**config.mk**
```make
export PLATFORM = sky130hd
export DESIGN_NAME = thermal_throttle_level_controller_top
export DESIGN_NICKNAME = d
export VERILOG_FILES = /design/src/ttlc_pkg.sv /design/src/thermal_throttle_level_controller_top.sv /design/src/ttlc_regs.sv /design/src/ttlc_decide.sv
export SDC_FILE = /design/constraint.sdc
export NUM_CORES = 1
export LEC_CHECK = 0
export ABC_AREA = 1
export BUFFER_PORTS_ARGS = -buffer_cell sky130_fd_sc_hd__buf_2
export CELL_PAD_IN_SITES_DETAIL_PLACEMENT = 0
export CELL_PAD_IN_SITES_GLOBAL_PLACEMENT = 1
export CORE_ASPECT_RATIO = 0.5
export CORE_UTILIZATION = 48
export DETAILED_ROUTE_END_ITERATION = 8
export MAX_ROUTING_LAYER = met4
export PLACE_DENSITY_LB_ADDON = 0.25
export SLEW_MARGIN = 40
export SYNTH_ARGS = -nofsm -noshare
export SYNTH_HDL_FRONTEND = slang
export SYNTH_HIERARCHICAL = 1
export SYNTH_SLANG_ARGS = --single-unit
```
**constraint.sdc**
```tcl
create_clock -name i_clk -period 14.2 [get_ports i_clk]
set_input_delay 1.42 -clock i_clk [delete_from_list [all_inputs] [get_ports i_clk]]
set_output_delay 1.42 -clock i_clk [all_outputs]
set_load 0.005 [all_outputs]
```
**src/ttlc_pkg.sv**
```systemverilog
// Shared types, register codes and reset values for the thermal throttle level controller.
`default_nettype none
package ttlc_pkg;

    localparam int TEMP_W  = 16;
    localparam int FREQ_W  = 24;
    localparam int MS_W    = 16;
    localparam int TOTAL_W = 40;
    localparam int BAND_W  = 32;
    localparam int LVL_W   = 2;
    localparam int NUM_LVL = 3;
    localparam int ADDR_W  = 5;
    localparam int DATA_W  = 32;
    localparam int IDX_W   = 3;

    // throttle levels
    localparam logic [LVL_W-1:0] LVL_NONE = 2'd0;
    localparam logic [LVL_W-1:0] LVL_LOW  = 2'd1;
    localparam logic [LVL_W-1:0] LVL_MID  = 2'd2;
    localparam logic [LVL_W-1:0] LVL_MAX  = 2'd3;

    // register indexes (byte address / 4)
    localparam logic [IDX_W-1:0] REG_SHUTDOWN = 3'd0;
    localparam logic [IDX_W-1:0] REG_LOW_BAND = 3'd1;
    localparam logic [IDX_W-1:0] REG_MID_BAND = 3'd2;
    localparam logic [IDX_W-1:0] REG_MAX_BAND = 3'd3;
    localparam logic [IDX_W-1:0] REG_LOW_CAP  = 3'd4;
    localparam logic [IDX_W-1:0] REG_MID_CAP  = 3'd5;
    localparam logic [IDX_W-1:0] REG_MAX_CAP  = 3'd6;

    // register reset values
    localparam logic [TEMP_W-1:0] RST_SHUTDOWN = 16'd100;
    localparam logic [BAND_W-1:0] RST_LOW_BAND = 32'd3932215;
    localparam logic [BAND_W-1:0] RST_MID_BAND = 32'd4587585;
    localparam logic [BAND_W-1:0] RST_MAX_BAND = 32'd5242955;
    localparam logic [FREQ_W-1:0] RST_LOW_CAP  = 24'd1728000;
    localparam logic [FREQ_W-1:0] RST_MID_CAP  = 24'd1512000;
    localparam logic [FREQ_W-1:0] RST_MAX_CAP  = 24'd1188000;

    typedef logic [NUM_LVL-1:0][TOTAL_W-1:0] t_totals;

    typedef struct packed {
        logic [TEMP_W-1:0] temperature;
        logic              sensor_fault;
        logic [FREQ_W-1:0] present_limit;
        logic [MS_W-1:0]   elapsed_ms;
    } t_in_beat;

    typedef struct packed {
        logic [LVL_W-1:0]   level;
        logic               cap_valid;
        logic [FREQ_W-1:0]  freq_cap;
        logic               shutdown;
        logic [TOTAL_W-1:0] low_time_ms;
        logic [TOTAL_W-1:0] mid_time_ms;
        logic [TOTAL_W-1:0] max_time_ms;
    } t_out_beat;

    typedef struct packed {
        logic [TEMP_W-1:0] shutdown_level;
        logic [BAND_W-1:0] low_band;
        logic [BAND_W-1:0] mid_band;
        logic [BAND_W-1:0] max_band;
        logic [FREQ_W-1:0] low_cap;
        logic [FREQ_W-1:0] mid_cap;
        logic [FREQ_W-1:0] max_cap;
    } t_cfg;

    typedef struct packed {
        logic [LVL_W-1:0]  level;
        logic [FREQ_W-1:0] saved_limit;
        t_totals           totals;
    } t_state;

endpackage
`default_nettype wire

```
**src/thermal_throttle_level_controller_top.sv**
```systemverilog
// Top level of the thermal throttle level controller: pipeline, state and register port.
//
//  channel | direction | handshake               | payload
//  --------+-----------+-------------------------+---------------------------------
//  in      | sink      | i_in_valid / o_in_stall | i_in_data  (t_in_beat)
//  out     | source    | o_out_valid / i_out_stall | o_out_data (t_out_beat)
//  cfg     | APB slave | psel/penable/pready     | paddr, pwdata, prdata
//
// One beat per cycle sustained while the output is not stalled. A sample is
// captured in the input register, and its decision is folded into the throttle
// state as it moves into the result register that drives o_out_valid.
// Synchronous active-low reset clears the valids, the level, saved limit and
// time totals, and loads the register defaults. A stall on the output holds
// both stages; o_in_stall rises only when the input register is full and
// cannot move forward.
`default_nettype none
module thermal_throttle_level_controller_top (
    input  wire logic                        i_clk,
    input  wire logic                        i_rst_n,
    input  wire logic                        i_in_valid,
    output logic                             o_in_stall,
    input  wire ttlc_pkg::t_in_beat          i_in_data,
    output logic                             o_out_valid,
    input  wire logic                        i_out_stall,
    output ttlc_pkg::t_out_beat              o_out_data,
    input  wire logic                        psel,
    input  wire logic                        penable,
    input  wire logic                        pwrite,
    input  wire logic [ttlc_pkg::ADDR_W-1:0] paddr,
    input  wire logic [ttlc_pkg::DATA_W-1:0] pwdata,
    output logic      [ttlc_pkg::DATA_W-1:0] prdata,
    output logic                             pready
);
    import ttlc_pkg::*;

    t_cfg      cfg;
    t_state    r_state;
    t_state    n_state;
    t_out_beat n_result;

    logic      r_in_valid;
    t_in_beat  r_in;
    logic      r_out_valid;
    t_out_beat r_out;
    logic      advance;

    ttlc_regs u_regs (
        .i_clk   (i_clk),
        .i_rst_n (i_rst_n),
        .psel    (psel),
        .penable (penable),
        .pwrite  (pwrite),
        .paddr   (paddr),
        .pwdata  (pwdata),
        .prdata  (prdata),
        .pready  (pready),
        .o_cfg   (cfg)
    );

    ttlc_decide u_decide (
        .i_cfg    (cfg),
        .i_beat   (r_in),
        .i_state  (r_state),
        .o_state  (n_state),
        .o_result (n_result)
    );

    // result register free or being drained this cycle
    assign advance     = !r_out_valid || !i_out_stall;
    assign o_in_stall  = r_in_valid && !advance;
    assign o_out_valid = r_out_valid;
    assign o_out_data  = r_out;

    always_ff @(posedge i_clk) begin
        if (!i_rst_n) begin
            r_in_valid  <= 1'b0;
            r_out_valid <= 1'b0;
            r_state     <= '0;
        end else begin
            if (!o_in_stall) begin
                r_in_valid <= i_in_valid;
            end
            if (advance) begin
                r_out_valid <= r_in_valid;
                if (r_in_valid) begin
                    r_state <= n_state;
                end
            end
        end
    end

    // payload registers, no reset
    always_ff @(posedge i_clk) begin
        if (!o_in_stall && i_in_valid) begin
            r_in <= i_in_data;
        end
        if (advance && r_in_valid) begin
            r_out <= n_result;
        end
    end

endmodule
`default_nettype wire

```
**src/ttlc_regs.sv**
```systemverilog
// APB register file holding thresholds and frequency caps.
`default_nettype none
module ttlc_regs (
    input  wire logic                        i_clk,
    input  wire logic                        i_rst_n,
    input  wire logic                        psel,
    input  wire logic                        penable,
    input  wire logic                        pwrite,
    input  wire logic [ttlc_pkg::ADDR_W-1:0] paddr,
    input  wire logic [ttlc_pkg::DATA_W-1:0] pwdata,
    output logic      [ttlc_pkg::DATA_W-1:0] prdata,
    output logic                             pready,
    output ttlc_pkg::t_cfg                   o_cfg
);
    import ttlc_pkg::*;

    t_cfg             r_cfg;
    logic [IDX_W-1:0] idx;
    logic             wr_en;

    assign idx    = paddr[ADDR_W-1:2];
    assign wr_en  = psel && penable && pwrite;
    assign pready = 1'b1;
    assign o_cfg  = r_cfg;

    always_ff @(posedge i_clk) begin
        if (!i_rst_n) begin
            r_cfg.shutdown_level <= RST_SHUTDOWN;
            r_cfg.low_band       <= RST_LOW_BAND;
            r_cfg.mid_band       <= RST_MID_BAND;
            r_cfg.max_band       <= RST_MAX_BAND;
            r_cfg.low_cap        <= RST_LOW_CAP;
            r_cfg.mid_cap        <= RST_MID_CAP;
            r_cfg.max_cap        <= RST_MAX_CAP;
        end else if (wr_en) begin
            case (idx)
                REG_SHUTDOWN: r_cfg.shutdown_level <= pwdata[TEMP_W-1:0];
                REG_LOW_BAND: r_cfg.low_band       <= pwdata[BAND_W-1:0];
                REG_MID_BAND: r_cfg.mid_band       <= pwdata[BAND_W-1:0];
                REG_MAX_BAND: r_cfg.max_band       <= pwdata[BAND_W-1:0];
                REG_LOW_CAP:  r_cfg.low_cap        <= pwdata[FREQ_W-1:0];
                REG_MID_CAP:  r_cfg.mid_cap        <= pwdata[FREQ_W-1:0];
                REG_MAX_CAP:  r_cfg.max_cap        <= pwdata[FREQ_W-1:0];
                default: ;
            endcase
        end
    end

    always_comb begin
        case (idx)
            REG_SHUTDOWN: prdata = {{(DATA_W-TEMP_W){1'b0}}, r_cfg.shutdown_level};
            REG_LOW_BAND: prdata = r_cfg.low_band;
            REG_MID_BAND: prdata = r_cfg.mid_band;
            REG_MAX_BAND: prdata = r_cfg.max_band;
            REG_LOW_CAP:  prdata = {{(DATA_W-FREQ_W){1'b0}}, r_cfg.low_cap};
            REG_MID_CAP:  prdata = {{(DATA_W-FREQ_W){1'b0}}, r_cfg.mid_cap};
            REG_MAX_CAP:  prdata = {{(DATA_W-FREQ_W){1'b0}}, r_cfg.max_cap};
            default:      prdata = '0;
        endcase
    end

endmodule
`default_nettype wire

```
**src/ttlc_decide.sv**
```systemverilog
// Per-sample decision: time accounting, shutdown, limit save and trip/clear rules.
`default_nettype none
module ttlc_decide (
    input  wire ttlc_pkg::t_cfg      i_cfg,
    input  wire ttlc_pkg::t_in_beat  i_beat,
    input  wire ttlc_pkg::t_state    i_state,
    output ttlc_pkg::t_state         o_state,
    output ttlc_pkg::t_out_beat      o_result
);
    import ttlc_pkg::*;

    logic [TEMP_W-1:0]  t;
    logic [TEMP_W-1:0]  low_trip, mid_trip, max_trip;
    logic [TEMP_W-1:0]  low_clr, mid_clr, max_clr;
    logic [TOTAL_W:0]   sums [NUM_LVL];
    t_totals            n_tot;
    logic [LVL_W-1:0]   lvl;
    logic [FREQ_W-1:0]  saved;
    logic               cap_valid;
    logic [FREQ_W-1:0]  cap;
    logic               shut;

    assign t        = i_beat.temperature;
    assign low_trip = i_cfg.low_band[BAND_W-1:TEMP_W];
    assign mid_trip = i_cfg.mid_band[BAND_W-1:TEMP_W];
    assign max_trip = i_cfg.max_band[BAND_W-1:TEMP_W];
    assign low_clr  = i_cfg.low_band[TEMP_W-1:0];
    assign mid_clr  = i_cfg.mid_band[TEMP_W-1:0];
    assign max_clr  = i_cfg.max_band[TEMP_W-1:0];

    // elapsed time goes to the level held during the interval; carry out saturates
    always_comb begin
        for (int i = 0; i < NUM_LVL; i++) begin
            sums[i] = {1'b0, i_state.totals[i]} + {{(TOTAL_W+1-MS_W){1'b0}}, i_beat.elapsed_ms};
            if (i_state.level == LVL_W'(i + 1)) begin
                n_tot[i] = sums[i][TOTAL_W] ? {TOTAL_W{1'b1}} : sums[i][TOTAL_W-1:0];
            end else begin
                n_tot[i] = i_state.totals[i];
            end
        end
    end

    always_comb begin
        lvl       = i_state.level;
        saved     = i_state.saved_limit;
        cap_valid = 1'b0;
        cap       = '0;
        shut      = 1'b0;
        if (!i_beat.sensor_fault) begin
            if (t >= i_cfg.shutdown_level) begin
                shut = 1'b1;
                lvl  = LVL_MAX;
            end
            if (lvl == LVL_NONE) begin
                saved = i_beat.present_limit;
            end
            if (t >= low_trip && t < mid_trip && lvl < LVL_LOW) begin
                cap_valid = 1'b1;
                cap       = i_cfg.low_cap;
                lvl       = LVL_LOW;
            end else if (t < low_clr && lvl > LVL_NONE) begin
                cap_valid = 1'b1;
                cap       = (saved != '0) ? saved : i_beat.present_limit;
                lvl       = LVL_NONE;
            end else if (t >= mid_trip && t < max_trip && lvl < LVL_MID) begin
                cap_valid = 1'b1;
                cap       = i_cfg.mid_cap;
                lvl       = LVL_MID;
            end else if (t < mid_clr && lvl > LVL_LOW) begin
                cap_valid = 1'b1;
                cap       = i_cfg.low_cap;
                lvl       = LVL_LOW;
            end else if (t >= max_trip) begin
                cap_valid = 1'b1;
                cap       = i_cfg.max_cap;
                lvl       = LVL_MAX;
            end else if (t < max_clr && lvl > LVL_MID) begin
                cap_valid = 1'b1;
                cap       = i_cfg.mid_cap;
                lvl       = LVL_MID;
            end
        end
    end

    assign o_state.level       = lvl;
    assign o_state.saved_limit = saved;
    assign o_state.totals      = n_tot;

    assign o_result.level       = lvl;
    assign o_result.cap_valid   = cap_valid;
    assign o_result.freq_cap    = cap;
    assign o_result.shutdown    = shut;
    assign o_result.low_time_ms = n_tot[0];
    assign o_result.mid_time_ms = n_tot[1];
    assign o_result.max_time_ms = n_tot[2];

endmodule
`default_nettype wire
```
==> qor.json <==
{
  "outcome": {
    "status": "complete, but fails checks",
    "violations": "design-rule violations"
  },
  "sta": {
    "timing.setup.tns_ns": 0,
    "post-route-period-util_pct": 38.1,
    "setup_ws_ns": 8.79,
    "holdWs_ns": 0.484,
    "finClkSkew_ns": 0.0241,
    "drv_slew": 0,
    "timing_worst_slew_pin_value_ns": 0.842,
    "worst_slew_margin_rel_pct": 43.9,
    "timing_hold_violations_final": 0,
    "timing.final.crit_period_ns": 5.41,
    "grt_setup_unrepaired": "no",
    "final_setup_violations": 0,
    "fmax_ghz": 0.185
  },
  "floorplan": {
    "die-area_um2": 68700,
    "core_area_um2": 65900,
    "initial_standard_cell_utilization_of_the_core_pct": 49.2,
    "die_width_um": 370,
    "io-pin-count": 284,
    "rows": 66,
    "fp.dieH_um": 186
  },
  "worst_setup_path": {
    "worstSetupStartpoint": "paddr[4]",
    "critical_path_class": "input port to output pin",
    "setup.worst_path.start_class": "input port",
    "regToRegStartpoint": "r_in[48]$_DFFE_PP_",
    "worst_ep_arrival_ns": 3.99,
    "crit_path_max_fanout": 57,
    "worst_ep_required_time_ns": 12.78,
    "critPathCaptureType": "output pin"
  },
  "logic_synthesis": {
    "postSynthRegisterBits": 537,
    "seq_area_frac_synth_pct": 39.5,
    "yosysWarnings": 6,
    "number_of_enable_flip_flop_cells_after_synthesis": 205,
    "synthArstFlopShare_pct": 0,
    "synthesized_area_per_cell_um2": 7.14,
    "syn-num-nets": 4805,
    "ys_dominant_reg_cell": "sky130_fd_sc_hd__dfxtp_1",
    "mappedNetlistArea_um2": 32400,
    "synth_top_cell_by_area": "sky130_fd_sc_hd__dfxtp_1",
    "synthesis.instances": 4544,
    "netlist_top_cells_area": "sky130_fd_sc_hd__dfxtp_1, sky130_fd_sc_hd__edfxtp_1, sky130_fd_sc_hd__nand2_1",
    "ys_types": 56,
    "synth_top_area_share_pct": 20.5
  },
  "detailed_routing": {
    "detail_routed_net_length_per_standard_cell_um": 18.0,
    "ant_nets": 0,
    "totalWireLength_mm": 98.6,
    "detailedRoute.firstIterationViolations": 2402,
    "drt_pass1_iterations": 9,
    "dr_total_vias": 29500,
    "detail_route.vias_per_cell": 5.38,
    "drc_errors": 5
  },
  "power": {
    "seq_power_share_pct": 45.7,
    "combinationalPowerShare_pct": 15.5,
    "intPower_mw": 2.72,
    "power.switching_fraction_pct": 28.7,
    "net-switching-power_mw": 1.09,
    "p_total_mw": 3.82,
    "power.share.clock_pct": 38.8,
    "ir_worst_vdd_uv": 74.5,
    "power.density_cell_area_nw_per_um2": 109,
    "leakagePower_nw": 15.6
  },
  "layout": {
    "multiInputGateArea_um2": 15600,
    "nNetsFinal": 4825,
    "synthToLayoutAreaGrowth_pct": 8.10,
    "drive_gt1_share_pct": 10.8,
    "regArea_um2": 12800,
    "diodes": 0,
    "num-fill-cells": 6560
  },
  "place": {
    "dp_hpwl_mm": 67.3,
    "finalWeightedCongestion": 0.914,
    "pre_cts_ws_ns": 8.89,
    "buffer_ports.inserted": 280
  },
  "global_route": {
    "grt-ovfl-total": 0,
    "grt_start_max_net_pins": 124,
    "antenna_found_initial": 0,
    "grt_pass1_wl_mm": 152,
    "total_track_usage_pct": 28.9,
    "number_of_global_route_vias_before_repair": 27000
  },
  "clock_tree": {
    "cts_post_setup_buffers_inserted": 0,
    "tritoncts_clock_tree": "yes",
    "cts_made_buffers": 51,
    "cts_buffer_depth": 3,
    "cts_repair_resize_count": 0,
    "cts_hold_repair.buffers": 0,
    "clk_root_buffer_cell": "sky130_fd_sc_hd__clkbuf_16",
    "numClockSinks": 537,
    "htreeDepth": 2,
    "clock_latency_ns": 0.61,
    "clk_pin_slew_ns": 0.06
  },
  "hold_path": {
    "hp-start": "u_regs/o_cfg[157]$_SDFFE_PN1P_",
    "hold_path_class": "register to register"
  },
  "flow_run": {
    "maxCapViolCount": 0
  }
}
-- kinds of logic after synthesis --
family	Yosys count	share of synthesized area, %
AO/OA/AOI/OAI	544	9.29
AND/OR/NAND/NOR	2388	31.2
buffers and inverters	872	12.6
other	1	0.0116
adder cells (fa/ha/maj)	160	6.24
XOR/XNOR	42	1.13
flip-flops	537	39.5
-- cell usage in the layout, fill, tap and decap left out, drive strengths merged, types with 6 or more instances in the layout --
master,instances
a21o,6
xor2,23
nand2,1090
nand3b,12
nand4,106
nand3,474
o21ai,152
buf,323
clkinvlp,7
edfxtp,205
nor4,6
a21oi,310
bufinv,8
nor3,52
a31oi,9
ha,157
nor2,623
or2,22
o211ai,33
clkbuf,61
clkinv,19
o22ai,8
inv,515
xnor2,19
dfxtp,332
o21a,9
-- path summary, 6_finish.rpt --
path | end | slack, ns | cells past startpoint
max | prdata[10] | 8.79 | 8
max reg2reg | o_out_data[144]$_DFFE_PP_ | 9.69 | 20
min reg2reg | u_regs/o_cfg[157]$_SDFFE_PN1P_ | 0.48 | 2
min | u_regs/o_cfg[157]$_SDFFE_PN1P_ | 0.48 | 2
-- final cells by class --
cell class	instances	share of cell area, %
repair buffers	323	5.23
well taps	884	3.15
inverters	516	5.52
flip-flops and latches	537	36.5
multi-input cells	3135	44.5
clock buffers	61	3.95
clock inverters	33	1.10
-- flip-flops by register name, indices dropped and copies added, names as in the netlist --
register	cells
u_regs/o_cfg	184
o_out_valid	1
r_in	57
o_out_data	148
r_state	146
r_in_valid	1
-- power groups by stage --
stage | combinational (mW) | sequential [mW] | clock (mW)
after detailed placement | 0.585 | 1.78 | 0
after global routing | 0.664 | 1.75 | 1.58
final | 0.592 | 1.74 | 1.48
after CTS | 0.588 | 1.74 | 1.51
after floorplan | 0.455 | 1.76 | 0
after global placement | 0.568 | 1.78 | 0
-- synth_stat cells, drive strengths merged, types with 3 or more instances --
cell type	n
nand2	1090
nor2	623
inv	515
nand3	474
dfxtp	332
a21oi	310
buf	275
edfxtp	205
ha	157
o21ai	152
nand4	106
clkbuf	81
nor3	52
o211ai	33
xor2	23
or2	22
xnor2	19
nand3b	12
a31oi	9
o21a	9
o22ai	8
a21o	6
nor4	6
o221ai	5
a21boi	4
fa	3
-- worst max-delay path: stages --
cell and delay (ns):
sky130_fd_sc_hd__buf_2 0.45, sky130_fd_sc_hd__buf_4 0.65, sky130_fd_sc_hd__inv_2 0.50, sky130_fd_sc_hd__nand3_4 0.42, sky130_fd_sc_hd__nor2_1 0.07, sky130_fd_sc_hd__nor2_1 0.16, sky130_fd_sc_hd__nand2_1 0.14, sky130_fd_sc_hd__buf_2 0.15
-- per-stage QoR --
step	area, um^2	cells	utilization, %
after floorplan	32400	4544	-
after global placement	33100	5389	50.3
after detailed placement	33300	5395	50.5
after CTS	35100	5489	53.2
after global routing	35100	5489	53.2
final	35100	5489	53.2
-- metal layers --
metal,track usage [%],part of all wire (%),vias up
met2,47.1,47,893
met1,37.7,44,13700
met3,3.92,6.2,177
met4,8.31,2.8,0
li1,-,-,14700
met5,-,0,-
Note: power is estimated with default switching activity, not from simulation.
